--- src/rtl/osp_pkg.sv ---
// Shared types, constants and a helper function for the overbuffer send pacer.
package osp_pkg;

  // Field widths fixed by the item formats
  localparam int TIME_BITS              = 48;
  localparam int BYTES_BITS             = 40;
  localparam int WINDOW_BITS            = 32;
  localparam int INTERVAL_BITS          = 16;
  localparam int AHEAD_MS_BITS          = 26;
  localparam int PKT_BITS               = 16;
  localparam int CFG_INDEX_BITS         = 8;
  localparam int CFG_DATA_BITS          = 32;
  localparam int RATE_FRAC_BITS_DEFAULT = 8;

  // Pacing constants
  localparam logic [INTERVAL_BITS-1:0] DEFAULT_INTERVAL_MS = 16'd200;
  localparam logic [TIME_BITS-1:0]     DUE_SLACK_MS        = TIME_BITS'(1000);
  localparam int                       MS_PER_SECOND       = 1000;
  localparam int                       WINDOW_FACTOR       = 5;

  // Register reset values
  localparam logic [INTERVAL_BITS-1:0]      RESET_INTERVAL_MS = 16'd200;
  localparam logic signed [WINDOW_BITS-1:0] WINDOW_UNLIMITED  = -32'sd1;
  localparam logic [AHEAD_MS_BITS-1:0]      RESET_MAX_AHEAD_MS = 26'd20000;
  localparam logic [15:0]                   RESET_RATE_Q      = 16'd512;

  localparam logic [TIME_BITS-1:0]  TIME_MAX  = {TIME_BITS{1'b1}};
  localparam logic [BYTES_BITS-1:0] BYTES_MAX = {BYTES_BITS{1'b1}};

  typedef enum logic [1:0] {
    OP_CHECK        = 2'd0,
    OP_ADD_BYTES    = 2'd1,
    OP_SET_WINDOW   = 2'd2,
    OP_RESET_WINDOW = 2'd3
  } op_t;

  typedef enum logic [CFG_INDEX_BITS-1:0] {
    CFG_SEND_INTERVAL = 8'd0,
    CFG_INIT_WINDOW   = 8'd1,
    CFG_MAX_AHEAD     = 8'd2,
    CFG_RATE          = 8'd3
  } cfg_index_t;

  typedef struct packed {
    op_t                             operation;
    logic [TIME_BITS-1:0]            due_time;
    logic [TIME_BITS-1:0]            now_time;
    logic [PKT_BITS-1:0]             packet_bytes;
    logic signed [WINDOW_BITS-1:0]   new_window_bytes;
  } in_item_t;

  typedef struct packed {
    logic                 send_now;
    logic [TIME_BITS-1:0] release_time;
  } out_item_t;

  // Configuration as seen by the datapath
  typedef struct packed {
    logic [INTERVAL_BITS-1:0]      send_interval;
    logic signed [WINDOW_BITS-1:0] init_window;
    logic [AHEAD_MS_BITS-1:0]      max_ahead_ms;
    logic [15:0]                   rate_q;
    logic                          window_load;
  } cfg_t;

  // Pacing state carried from item to item
  typedef struct packed {
    logic [TIME_BITS-1:0]          bucket_start;
    logic [TIME_BITS-1:0]          prior_bucket_start;
    logic [TIME_BITS-1:0]          ahead_now;
    logic [TIME_BITS-1:0]          ahead_before;
    logic signed [WINDOW_BITS-1:0] window_bytes;
    logic [BYTES_BITS-1:0]         bytes_since_report;
  } state_t;

  // Time sum that saturates at the top of the time range
  function automatic logic [TIME_BITS-1:0] time_sat_add(input logic [TIME_BITS-1:0] a,
                                                        input logic [TIME_BITS-1:0] b);
    logic [TIME_BITS:0] sum;
    sum = {1'b0, a} + {1'b0, b};
    return sum[TIME_BITS] ? TIME_MAX : sum[TIME_BITS-1:0];
  endfunction

endpackage

--- src/rtl/osp_cfg_regs.sv ---
// Configuration register file for the overbuffer send pacer.
module osp_cfg_regs (
  input  logic                                 clk,
  input  logic                                 rst,
  input  logic                                 cfg_valid,
  output logic                                 cfg_ready,
  input  logic [osp_pkg::CFG_INDEX_BITS-1:0]   cfg_index,
  input  logic [osp_pkg::CFG_DATA_BITS-1:0]    cfg_data,
  output osp_pkg::cfg_t                        cfg
);

  logic [osp_pkg::INTERVAL_BITS-1:0]      send_interval;
  logic signed [osp_pkg::WINDOW_BITS-1:0] init_window;
  logic [osp_pkg::AHEAD_MS_BITS-1:0]      max_ahead_ms;
  logic [15:0]                            rate_q;
  logic                                   window_load;
  logic [osp_pkg::AHEAD_MS_BITS-1:0]      max_ahead_next;

  assign cfg_ready = 1'b1;

  // Convert seconds to ms once, at write time
  assign max_ahead_next = osp_pkg::AHEAD_MS_BITS'(cfg_data[15:0]) *
                          osp_pkg::AHEAD_MS_BITS'(osp_pkg::MS_PER_SECOND);

  // Write the addressed register; ignore indexes beyond the list
  always_ff @(posedge clk) begin
    if (rst) begin
      send_interval <= osp_pkg::RESET_INTERVAL_MS;
      init_window   <= osp_pkg::WINDOW_UNLIMITED;
      max_ahead_ms  <= osp_pkg::RESET_MAX_AHEAD_MS;
      rate_q        <= osp_pkg::RESET_RATE_Q;
      window_load   <= 1'b0;
    end else begin
      window_load <= 1'b0;
      if (cfg_valid) begin
        unique case (cfg_index)
          osp_pkg::CFG_SEND_INTERVAL: send_interval <= cfg_data[15:0];
          osp_pkg::CFG_INIT_WINDOW: begin
            init_window <= $signed(cfg_data);
            window_load <= 1'b1;
          end
          osp_pkg::CFG_MAX_AHEAD:     max_ahead_ms <= max_ahead_next;
          osp_pkg::CFG_RATE:          rate_q <= cfg_data[15:0];
          default: ;
        endcase
      end
    end
  end

  assign cfg.send_interval = send_interval;
  assign cfg.init_window   = init_window;
  assign cfg.max_ahead_ms  = max_ahead_ms;
  assign cfg.rate_q        = rate_q;
  assign cfg.window_load   = window_load;

endmodule

--- src/rtl/osp_decide.sv ---
// Pacing decision and next-state logic for one item.
module osp_decide #(
  parameter int RATE_FRAC_BITS = osp_pkg::RATE_FRAC_BITS_DEFAULT
) (
  input  osp_pkg::in_item_t   item,
  input  osp_pkg::state_t     st,
  input  osp_pkg::cfg_t       cfg,
  output osp_pkg::state_t     st_next,
  output logic                has_result,
  output osp_pkg::out_item_t  res
);

  localparam int TB = osp_pkg::TIME_BITS;
  localparam int BB = osp_pkg::BYTES_BITS;
  localparam int WB = osp_pkg::WINDOW_BITS;
  localparam int PB = TB + 16;
  localparam int X5 = osp_pkg::PKT_BITS + 3;
  localparam logic [16:0] RATE_ONE = 17'(2 ** RATE_FRAC_BITS);

  logic                   enabled;
  logic [15:0]            ivl;
  logic [TB-1:0]          ivl_t;
  logic [TB-1:0]          ivl5_t;
  logic [TB-1:0]          now;
  logic [TB-1:0]          due;
  logic                   roll;
  logic [TB-1:0]          bs_r;
  logic [TB-1:0]          pbs_r;
  logic [TB-1:0]          ab_r;
  logic [TB-1:0]          due_soon_t1;
  logic [TB-1:0]          due_soon_t2;
  logic                   due_soon;
  logic [X5-1:0]          pkt5;
  logic signed [BB+1:0]   win_room;
  logic signed [BB+1:0]   pkt5_s;
  logic                   window_low;
  logic [TB-1:0]          ahead;
  logic [TB-1:0]          max_ahead_t;
  logic                   over_max;
  logic [16:0]            rate17;
  logic [15:0]            rate_k;
  logic [TB-1:0]          elapsed;
  logic [PB-1:0]          prod;
  logic [PB-1:0]          prod_sh;
  logic [TB-1:0]          cap;
  logic                   over_cap;
  logic [BB:0]            bytes_sum;

  // Interval, with zero meaning overbuffering off
  assign enabled = (cfg.send_interval != '0);
  assign ivl     = enabled ? cfg.send_interval : osp_pkg::DEFAULT_INTERVAL_MS;
  assign ivl_t   = TB'(ivl);
  assign ivl5_t  = TB'(ivl) * TB'(osp_pkg::WINDOW_FACTOR);
  assign now     = item.now_time;
  assign due     = item.due_time;

  // Roll the bucket when the current one has expired
  assign roll  = (now > st.bucket_start) && ((now - st.bucket_start) > ivl_t);
  assign bs_r  = roll ? now : st.bucket_start;
  assign ab_r  = roll ? st.ahead_now : st.ahead_before;
  always_comb begin
    pbs_r = st.prior_bucket_start;
    if (roll) begin
      if (st.bucket_start == '0) begin
        pbs_r = (now > ivl_t) ? (now - ivl_t) : '0;
      end else begin
        pbs_r = st.bucket_start;
      end
    end
  end

  // Due-soon window
  assign due_soon_t1 = osp_pkg::time_sat_add(now, ivl_t);
  assign due_soon_t2 = osp_pkg::time_sat_add(due_soon_t1, osp_pkg::DUE_SLACK_MS);
  assign due_soon    = due <= (enabled ? due_soon_t2 : due_soon_t1);

  // Client window room, compared signed
  assign pkt5     = X5'(item.packet_bytes) * X5'(osp_pkg::WINDOW_FACTOR);
  assign pkt5_s   = $signed((BB+2)'(pkt5));
  assign win_room = $signed({{(BB+2-WB){st.window_bytes[WB-1]}}, st.window_bytes})
                  - $signed({2'b00, st.bytes_since_report});
  assign window_low = (st.window_bytes != osp_pkg::WINDOW_UNLIMITED) && (pkt5_s > win_room);

  // Send-ahead limit
  assign ahead       = due - now;
  assign max_ahead_t = TB'(cfg.max_ahead_ms);
  assign over_max    = ahead > max_ahead_t;

  // Rate cap: floor(elapsed * (rate - 1.0)), saturated
  assign rate17  = {1'b0, cfg.rate_q};
  assign rate_k  = (rate17 < RATE_ONE) ? '0 : 16'(rate17 - RATE_ONE);
  assign elapsed = (now >= pbs_r) ? (now - pbs_r) : '0;
  assign prod    = PB'(elapsed) * PB'(rate_k);
  assign prod_sh = prod >> RATE_FRAC_BITS;
  assign cap     = (|prod_sh[PB-1:TB]) ? osp_pkg::TIME_MAX : prod_sh[TB-1:0];
  assign over_cap = (ahead - ab_r) > cap;

  assign bytes_sum = {1'b0, st.bytes_since_report} + (BB+1)'(item.packet_bytes);

  // Select the result and the next state
  always_comb begin
    st_next    = st;
    has_result = 1'b0;
    res        = '0;
    unique case (item.operation)
      osp_pkg::OP_ADD_BYTES: begin
        st_next.bytes_since_report = bytes_sum[BB] ? osp_pkg::BYTES_MAX : bytes_sum[BB-1:0];
      end
      osp_pkg::OP_SET_WINDOW: begin
        st_next.window_bytes       = item.new_window_bytes;
        st_next.bytes_since_report = '0;
      end
      osp_pkg::OP_RESET_WINDOW: begin
        st_next.bucket_start = '0;
        st_next.ahead_now    = '0;
        st_next.ahead_before = '0;
      end
      osp_pkg::OP_CHECK: begin
        has_result                 = 1'b1;
        st_next.bucket_start       = bs_r;
        st_next.prior_bucket_start = pbs_r;
        st_next.ahead_before       = ab_r;
        priority if (due_soon) begin
          res.send_now = 1'b1;
        end else if (!enabled || st.window_bytes == '0) begin
          res.release_time = due;
        end else if (window_low) begin
          res.release_time = osp_pkg::time_sat_add(now, ivl5_t);
        end else if (over_max) begin
          res.release_time = osp_pkg::time_sat_add(due - max_ahead_t, ivl_t);
        end else if (ahead < ab_r) begin
          st_next.ahead_now = ahead;
          res.send_now      = 1'b1;
        end else if (over_cap) begin
          st_next.ahead_now = osp_pkg::time_sat_add(ab_r, cap);
          res.release_time  = osp_pkg::time_sat_add(now, ivl_t);
        end else begin
          st_next.ahead_now = ahead;
          res.send_now      = 1'b1;
        end
      end
      default: ;
    endcase
  end

endmodule

--- src/rtl/overbuffer_send_pacer_core.sv ---
// Top level of the overbuffer send pacer: item stage, pacing state and result register.
//
//   Channel  Direction  Handshake                Payload
//   item     in         item_valid/item_ready    item (osp_pkg::in_item_t)
//   result   out        result_valid/result_ready result (osp_pkg::out_item_t)
//   cfg      in         cfg_valid/cfg_ready      cfg_index, cfg_data
//
// An item is registered on acceptance and decided from the item stage; a check
// loads its result into the result register as it leaves the stage, and one item
// is taken per cycle while no result is stalled. The combinational path from the
// state registers through the rate-cap multiply back to the state sets the clock rate.
// Reset restores register defaults; pacing state clears, but the window goes unlimited.
// A stalled result holds the item stage; non-check items pass it freely.
module overbuffer_send_pacer_core #(
  parameter int RATE_FRAC_BITS = osp_pkg::RATE_FRAC_BITS_DEFAULT
) (
  input  logic                               clk,
  input  logic                               rst,
  input  logic                               item_valid,
  output logic                               item_ready,
  input  osp_pkg::in_item_t                  item,
  output logic                               result_valid,
  input  logic                               result_ready,
  output osp_pkg::out_item_t                 result,
  input  logic                               cfg_valid,
  output logic                               cfg_ready,
  input  logic [osp_pkg::CFG_INDEX_BITS-1:0] cfg_index,
  input  logic [osp_pkg::CFG_DATA_BITS-1:0]  cfg_data
);

  osp_pkg::cfg_t      cfg;
  osp_pkg::state_t    state;
  osp_pkg::state_t    state_next;
  osp_pkg::in_item_t  stage_item;
  logic               stage_valid;
  logic               has_result;
  osp_pkg::out_item_t res;
  logic               advance;

  osp_cfg_regs u_cfg (
    .clk       (clk),
    .rst       (rst),
    .cfg_valid (cfg_valid),
    .cfg_ready (cfg_ready),
    .cfg_index (cfg_index),
    .cfg_data  (cfg_data),
    .cfg       (cfg)
  );

  osp_decide #(
    .RATE_FRAC_BITS (RATE_FRAC_BITS)
  ) u_decide (
    .item       (stage_item),
    .st         (state),
    .cfg        (cfg),
    .st_next    (state_next),
    .has_result (has_result),
    .res        (res)
  );

  // Move the staged item on unless its result has nowhere to go
  assign advance    = stage_valid && (!has_result || !result_valid || result_ready);
  assign item_ready = !stage_valid || advance;

  // Item stage
  always_ff @(posedge clk) begin
    if (rst) begin
      stage_valid <= 1'b0;
    end else if (item_ready) begin
      stage_valid <= item_valid;
    end
  end

  always_ff @(posedge clk) begin
    if (item_ready && item_valid) begin
      stage_item <= item;
    end
  end

  // Pacing state; a window register write reloads the window
  always_ff @(posedge clk) begin
    if (rst) begin
      state <= '{bucket_start:       '0,
                 prior_bucket_start: '0,
                 ahead_now:          '0,
                 ahead_before:       '0,
                 window_bytes:       osp_pkg::WINDOW_UNLIMITED,
                 bytes_since_report: '0};
    end else if (cfg.window_load) begin
      state <= '{bucket_start:       state.bucket_start,
                 prior_bucket_start: state.prior_bucket_start,
                 ahead_now:          state.ahead_now,
                 ahead_before:       state.ahead_before,
                 window_bytes:       cfg.init_window,
                 bytes_since_report: '0};
    end else if (advance) begin
      state <= state_next;
    end
  end

  // Result register
  always_ff @(posedge clk) begin
    if (rst) begin
      result_valid <= 1'b0;
    end else if (advance && has_result) begin
      result_valid <= 1'b1;
    end else if (result_ready) begin
      result_valid <= 1'b0;
    end
  end

  always_ff @(posedge clk) begin
    if (advance && has_result) begin
      result <= res;
    end
  end

  // A check leaving the stage always shows up as a result
  a_check_gives_result: assert property (@(posedge clk) disable iff (rst)
    advance && stage_item.operation == osp_pkg::OP_CHECK |=> result_valid)
    else $error("check item produced no result");

  // Other operations never create a result
  a_no_spurious_result: assert property (@(posedge clk) disable iff (rst)
    advance && stage_item.operation != osp_pkg::OP_CHECK && !result_valid |=> !result_valid)
    else $error("non-check item produced a result");

  // Send-now results carry a zero release time
  a_send_now_zero_time: assert property (@(posedge clk) disable iff (rst)
    result_valid && result.send_now |-> result.release_time == '0)
    else $error("send-now result with nonzero release time");

  // Reset-window clears the bucket and ahead tracking
  a_reset_window_clears: assert property (@(posedge clk) disable iff (rst)
    advance && stage_item.operation == osp_pkg::OP_RESET_WINDOW |=>
      state.bucket_start == '0 && state.ahead_now == '0 && state.ahead_before == '0)
    else $error("reset-window left pacing state");

  // A held stage keeps its item
  a_stage_holds: assert property (@(posedge clk) disable iff (rst)
    stage_valid && !advance |=> stage_valid && $stable(stage_item))
    else $error("stalled item stage changed");

endmodule

--- config.mk ---
export PLATFORM = sky130hd
export DESIGN_NAME = overbuffer_send_pacer_core
export DESIGN_NICKNAME = d
export VERILOG_FILES = /design/src/rtl/osp_pkg.sv /design/src/rtl/osp_cfg_regs.sv /design/src/rtl/osp_decide.sv /design/src/rtl/overbuffer_send_pacer_core.sv
export SDC_FILE = /design/constraint.sdc
export NUM_CORES = 2
export LEC_CHECK = 0
export BUFFER_PORTS_ARGS = -buffer_cell sky130_fd_sc_hd__buf_2
export CAP_MARGIN = 5
export CORE_ASPECT_RATIO = 1.25
export CORE_MARGIN = 2
export CORE_UTILIZATION = 50
export DETAILED_ROUTE_END_ITERATION = 8
export PLACE_DENSITY = 0.66
export SLEW_MARGIN = 20
export SYNTH_ARGS = -nofsm -noshare
export SYNTH_HDL_FRONTEND = slang
export SYNTH_HIERARCHICAL = 1
export SYNTH_SLANG_ARGS = --single-unit
--- constraint.sdc ---
create_clock -name clk -period 29.3 [get_ports clk]
set_clock_uncertainty 0.2 [all_clocks]
set_input_delay 4.395 -clock clk [delete_from_list [all_inputs] [get_ports clk]]
set_output_delay 4.395 -clock clk [all_outputs]
set_load 0.02 [all_outputs]
# Word-level counts from Yosys, hierarchy flattened
# Index checks and enable logic that the tools add are counted.
word_totals:
  register_bits: 549
  latchBits: 0
  mem_bits_rw: 0
  rom_bits: 0
  input_bits: 191
  output_inout_bits: 52
  wordCells: 143
  memories: 0
op_classes:
  addsub: 14
  mul: 4
  div_mod_pow: 0
  n_lt_le_gt_ge: 10
  n_eq_ne: 12
  shift: 0
  muxes: 43
  bitwise: 3
  reduce_logical: 37
op_table:
  columns: ["cell", "count"]
  rows:
  - ["$mux W48", 24]
  - ["$pmux W96 S2", 1]
  - ["$sub A48 B48 Y48", 4]
  - ["$mux W72", 2]
  - ["$add A48 B16 Y49", 2]
  - ["$gt A48 B16 Y1", 2]
  - ["$gt A48 B48 Y1", 2]
  - ["$pmux W48 S2", 1]
  - ["$pmux W40 S2", 1]
  - ["$mul A48 B16 Y64", 1]
  - ["$add A48 B10 Y49 const B", 1]
  - ["$add A48 B19 Y49", 1]
  - ["$add A48 B48 Y49", 1]
  - ["$ge A48 B48 Y1", 1]
  - ["$gt A48 B26 Y1", 1]
  - ["$le A48 B48 Y1", 1]
  - ["$logic_not A48 Y1", 1]
  - ["$lt A48 B48 Y1", 1]
  - ["$sub A48 B16 Y48", 1]
  - ["$sub A48 B26 Y48", 1]
  - ["$gt A20 B42 Y1", 1]
  - ["$sub A32 B41 Y42", 1]
  - ["$add A40 B16 Y41", 1]
  - ["$mux W40", 1]
  - ["29 further kinds", 69]

# Longest topological paths before layout
logic_depth:
  word_depth: 20
  ltp_mapped: 105

# Cells and area by module
# Netlist, hierarchy kept.
modules_own_cells:
  columns: ["mod", "n_inst", "cells_per_inst", "area_per_inst_um2", "seq_area_each_um2"]
  rows:
  - ["osp_decide", 1, 8604, 61106.1, 0.0]
  - ["overbuffer_send_pacer_core", 1, 1501, 18545.3, 11180.7]
  - ["osp_cfg_regs", 1, 676, 5919.4, 1761.7]

# Least setup slack after synthesis
# OpenSTA, ideal clock, no wires.
synth_path:
  path_type: "reg-to-reg"
  from: "register stage_item[49] (netlist bit)"
  to: "register state[151] (netlist bit)"
  setup_ns: 0.132
  arrival_time_ns: 20.425
  path_slack_ns: 8.543
  stages_incl_launch_ff: 101
  period_less_slack_ns: 20.757
  path_cell_list: "edfxtp_1 inv_1 fa_1 nand2b_1 a21oi_1 or2_2 a31oi_1 xnor2_1 ha_1 and3_1 a221o_1 a211oi_1 nor3b_1 o22ai_1 a2111oi_0 nand4b_1 nor4_2 and3_2 [65 not listed] o21ai_0 a21o_1 a21oi_1 o21ai_0 o21ai_0 a21boi_0 a21boi_0 nand4_1 a31oi_1 a41o_1 o211ai_1 o22ai_1 nor3b_1 clkbuf_1 nand2_1 a22o_1 nand4b_1 a21oi_1"
synth_lines:
  columns: ["element", "line_no", "text"]
  rows:
  - ["from (decl)", "overbuffer_send_pacer_core.sv:34", "osp_pkg::in_item_t stage_item;"]
  - ["from (signal assigned)", "overbuffer_send_pacer_core.sv:76", "stage_item <= item;"]
  - ["to (signal assigned)", "overbuffer_send_pacer_core.sv:83", "state <= '{bucket_start: '0,"]
  - ["to (signal assigned)", "overbuffer_send_pacer_core.sv:90", "state <= '{bucket_start: state.bucket_start,"]
  - ["to (signal assigned)", "overbuffer_send_pacer_core.sv:97", "state <= state_next;"]
  - ["to (decl)", "overbuffer_send_pacer_core.sv:32", "osp_pkg::state_t state;"]

==> out/qor.csv <==
stage,metric,value,unit
sta,Final period util,0.880,
synth,Post-synth EDFFs,195,
detailed_routing,via/cell ratio,6.40,
layout,layout cells sized above 1,0.0781,
worst_setup_path,worst-path fanout max,81,
synth,Yosys cell types,109,
worst_setup_path,Startpoint Class,flop,
layout,most frequent cells in the layout,"1,285 x inv_1, 1,252 x nand2_1, 799 x a21oi_1, 777 x ha_1, 722 x fa_1",
clocking,CTS Hold Buffers Added,0,
synth,syn_area_per_cell,7.94,sq um
clocking,worst skew pair latency,0.74,ns
worst_setup_path,"slowest stage delay, CP",0.80,ns
detailed_routing,Residual DRC,0,
detailed_routing,via count,82500,
worst_setup_path,CP Capture Type,flop,
grt,global-route usage over all layers,0.398,
layout,Post-Layout Cell Count,12900,
power_and_ir_drop,peak supply drop,0.0605,mV
sta,"Hold Violations, Final",0,
grt,vias in the first global route,82000,
synth,main flop type after synthesis,dfxtp_1,
worst_setup_path,R2R cell count,92,
clocking,Clock Path Buffers,3,
detailed_routing,Final ANT Viol Nets,0,
placement,gpl congestion,1.03,
clocking,Sink Count,549,
hold_path,hold path start,u_cfg/max_ahead_ms[4]$_SDFFE_PP0P_,
power_and_ir_drop,pwr dens,44.8,nW/um^2
layout,fill count,16400,
worst_setup_path,CP Class,reg2reg,
die,Ports,243,
hold_path,HP Class,reg2reg,
layout,P&R area growth vs syn,6.15,%
detailed_routing,Routed Wire Length,355,mm
sta,fin crit period,25.79,ns
synth,sequential area share after synthesis,0.151,
grt,largest net degree at the start of global routing,237,
clocking,Num CTS Buffers,70,
synth,"FFs w/ async S/R, synth",0,
die,Starting Density,0.504,
sta,RSZ-0062 raised after global routing,false,
synth,YS warnings,6,
grt,global route total overflow,0,
worst_setup_path,reg2reg start,stage_item[49]$_DFFE_PP_,
flow_run,Max Cap Violations,0,
layout,"most common cell after layout, fill and taps aside",inv_1,
sta,setup TNS,0,ns
clocking,CTS tree,built,
power_and_ir_drop,Tot Pwr,4.07,mW
die,die width,374,um
sta,worst hold slack,0.256,ns
die,Die Ht,467,um
status,outcome,finished clean,
worst_setup_path,worst setup path start,stage_item[49]$_DFFE_PP_,
grt,first-pass GRT wire length,523,mm
clocking,Clock Pin Slew Worst Setup and Hold Paths,0.07,ns
placement,Cell Count Post-Placement,12800,
sta,slew margin rel.,0.117,
synth,Yosys reg bits,549,
layout,Reg area,12900,sq um
clocking,CTS H-tree lvls,3,
sta,worst slew pin tran,1.32,ns
clocking,post-CTS resize count,0,
worst_setup_path,Worst path slowest cell,nand2_1,
hold_path,WHS Path Cells,2,
die,core area,170000,sq um
power_and_ir_drop,Pleak,38.5,nW
layout,final instance area,90800,sq um
placement,DPL Wire Length,276,mm
detailed_routing,DRT iter0 DRCs,8078,
layout,Post-layout nets,12300,
sta,Max Slew Vio Count,0,
die,die area,174000,sq um
worst_setup_path,CP arrival,26.22,ns
detailed_routing,routed len/inst,27.5,um
placement,Placed Area,88300,sq um
synth,Synth Cell Area,85600,sq um
clocking,Root Buffer,clkbuf_16,
sta,FMAX,38.8,MHz
layout,Multi-input gate area,65200,sq um
die,row count,169,
worst_setup_path,Critical Path RT,29.74,ns
grt,initial antenna violation count,17,
sta,count of final setup violators,0,
clocking,setup repair bufs after CTS,0,
placement,number of port buffers,241,
detailed_routing,DRT Pass-1 Iters,9,
synth,Syn Inst Count,10800,
## through the flow
stage          worst slack, ns  utilization
6_report                  3.51        0.535
5_1_grt                   1.87        0.535
4_1_cts                   3.82        0.534
3_5_place_dp              3.93        0.520
3_3_place_gp              4.20        0.520
2_1_floorplan             8.54            -
## cell usage after synthesis (all sizes together) (26+ instances only)
master	count	area share
nand4b	196	0.020
nor3	202	0.012
nand4	154	0.011
nand3	222	0.013
o21ai	594	0.035
and3	64	0.0048
fa	722	0.17
nor2	608	0.027
o22ai	45	0.0033
nand2b	117	0.0086
edfxtp	195	0.068
o211ai	107	0.0096
nor4	87	0.0066
or3	71	0.0052
dfxtp	354	0.083
a21oi	802	0.047
nand2	1254	0.055
inv	1288	0.057
o21a	93	0.0082
clkbuf	495	0.022
ha	778	0.11
or2	46	0.0034
o21bai	101	0.0089
o221ai	26	0.0027
o31ai	226	0.027
mux2i	70	0.0083
and2	169	0.012
a21o	219	0.019
nor3b	54	0.0048
mux2	40	0.0053
a211oi	83	0.0073
a22o	76	0.0078
buf	160	0.012
a2111oi	59	0.0061
xnor2	362	0.037
xor2	140	0.014
nor2b	125	0.0091
a21boi	30	0.0026
a31oi	75	0.0058
## cells by family (layout without fill, tap and decap cells)
kind of cell,Yosys count,count (layout),synth area share
AOI/OAI and AO/OA,2728,2728,0.211
xor gates and xnor gates,502,502,0.0514
adders and majority gates,1500,1500,0.283
buffers and inverters,1948,1842,0.0902
DFF,549,549,0.151
muxes,110,110,0.0136
other,2,9,0.0000878
and+or+nand+nor,3442,3442,0.200
## worst paths after layout
check | to | slack [ns]
worst max-delay path | state[123]$_SDFFE_PP0P_ | 3.51
worst min-delay path | u_cfg/max_ahead_ms[4]$_SDFFE_PP0P_ | 0.26
worst max register to register | state[123]$_SDFFE_PP0P_ | 3.51
worst min register to register | u_cfg/max_ahead_ms[4]$_SDFFE_PP0P_ | 0.26
## cell type report
class / count / area share
multi-input combinational: 8286 / 0.717
sequential: 549 / 0.143
inverter: 1293 / 0.0535
tap: 2223 / 0.0306
timing repair buffer: 422 / 0.0288
clock buffer: 90 / 0.0214
clock inverter: 37 / 0.00581
antenna: 5 / 0.000138
## flip-flops by register name, indices dropped and copies added, names as in the netlist
register	flops
u_cfg/rate_q	16
stage_item	146
u_cfg/max_ahead_ms	23
u_cfg/init_window	32
u_cfg/send_interval	16
result	49
result_valid	1
u_cfg/window_load	1
state	264
stage_valid	1
## worst max-delay path: cells and delay by family, from the launching register on
kind / cells / cell delay, ns
and+or+nand+nor: 25 / 6.27
AOI/OAI and AO/OA: 47 / 11.92
xor gates and xnor gates: 1 / 0.16
buffers and inverters: 6 / 1.08
adders and majority gates: 12 / 5.16
muxes: 1 / 0.17
DFF: 1 / 0.61
## power by group
part	leakage, nW	switching [mW]	internal [mW]	total [mW]
registers	4.73	0.0243	0.808	0.833
logic	32.6	1.55	0.732	2.28
clock network	1.19	0.406	0.555	0.961
total	38.5	1.98	2.10	4.07
## layer usage
metal / wire [um] / up-vias / share of wire / global-route usage
li1: - / 37000 / - / -
met1: 132000 / 40400 / 0.37 / 0.463
met2: 165000 / 4043 / 0.47 / 0.660
met3: 27000 / 1111 / 0.076 / 0.0699
met4: 30400 / 12 / 0.086 / 0.291
met5: 81 / - / 0.00023 / 0
(Power assumes the default switching activity.)
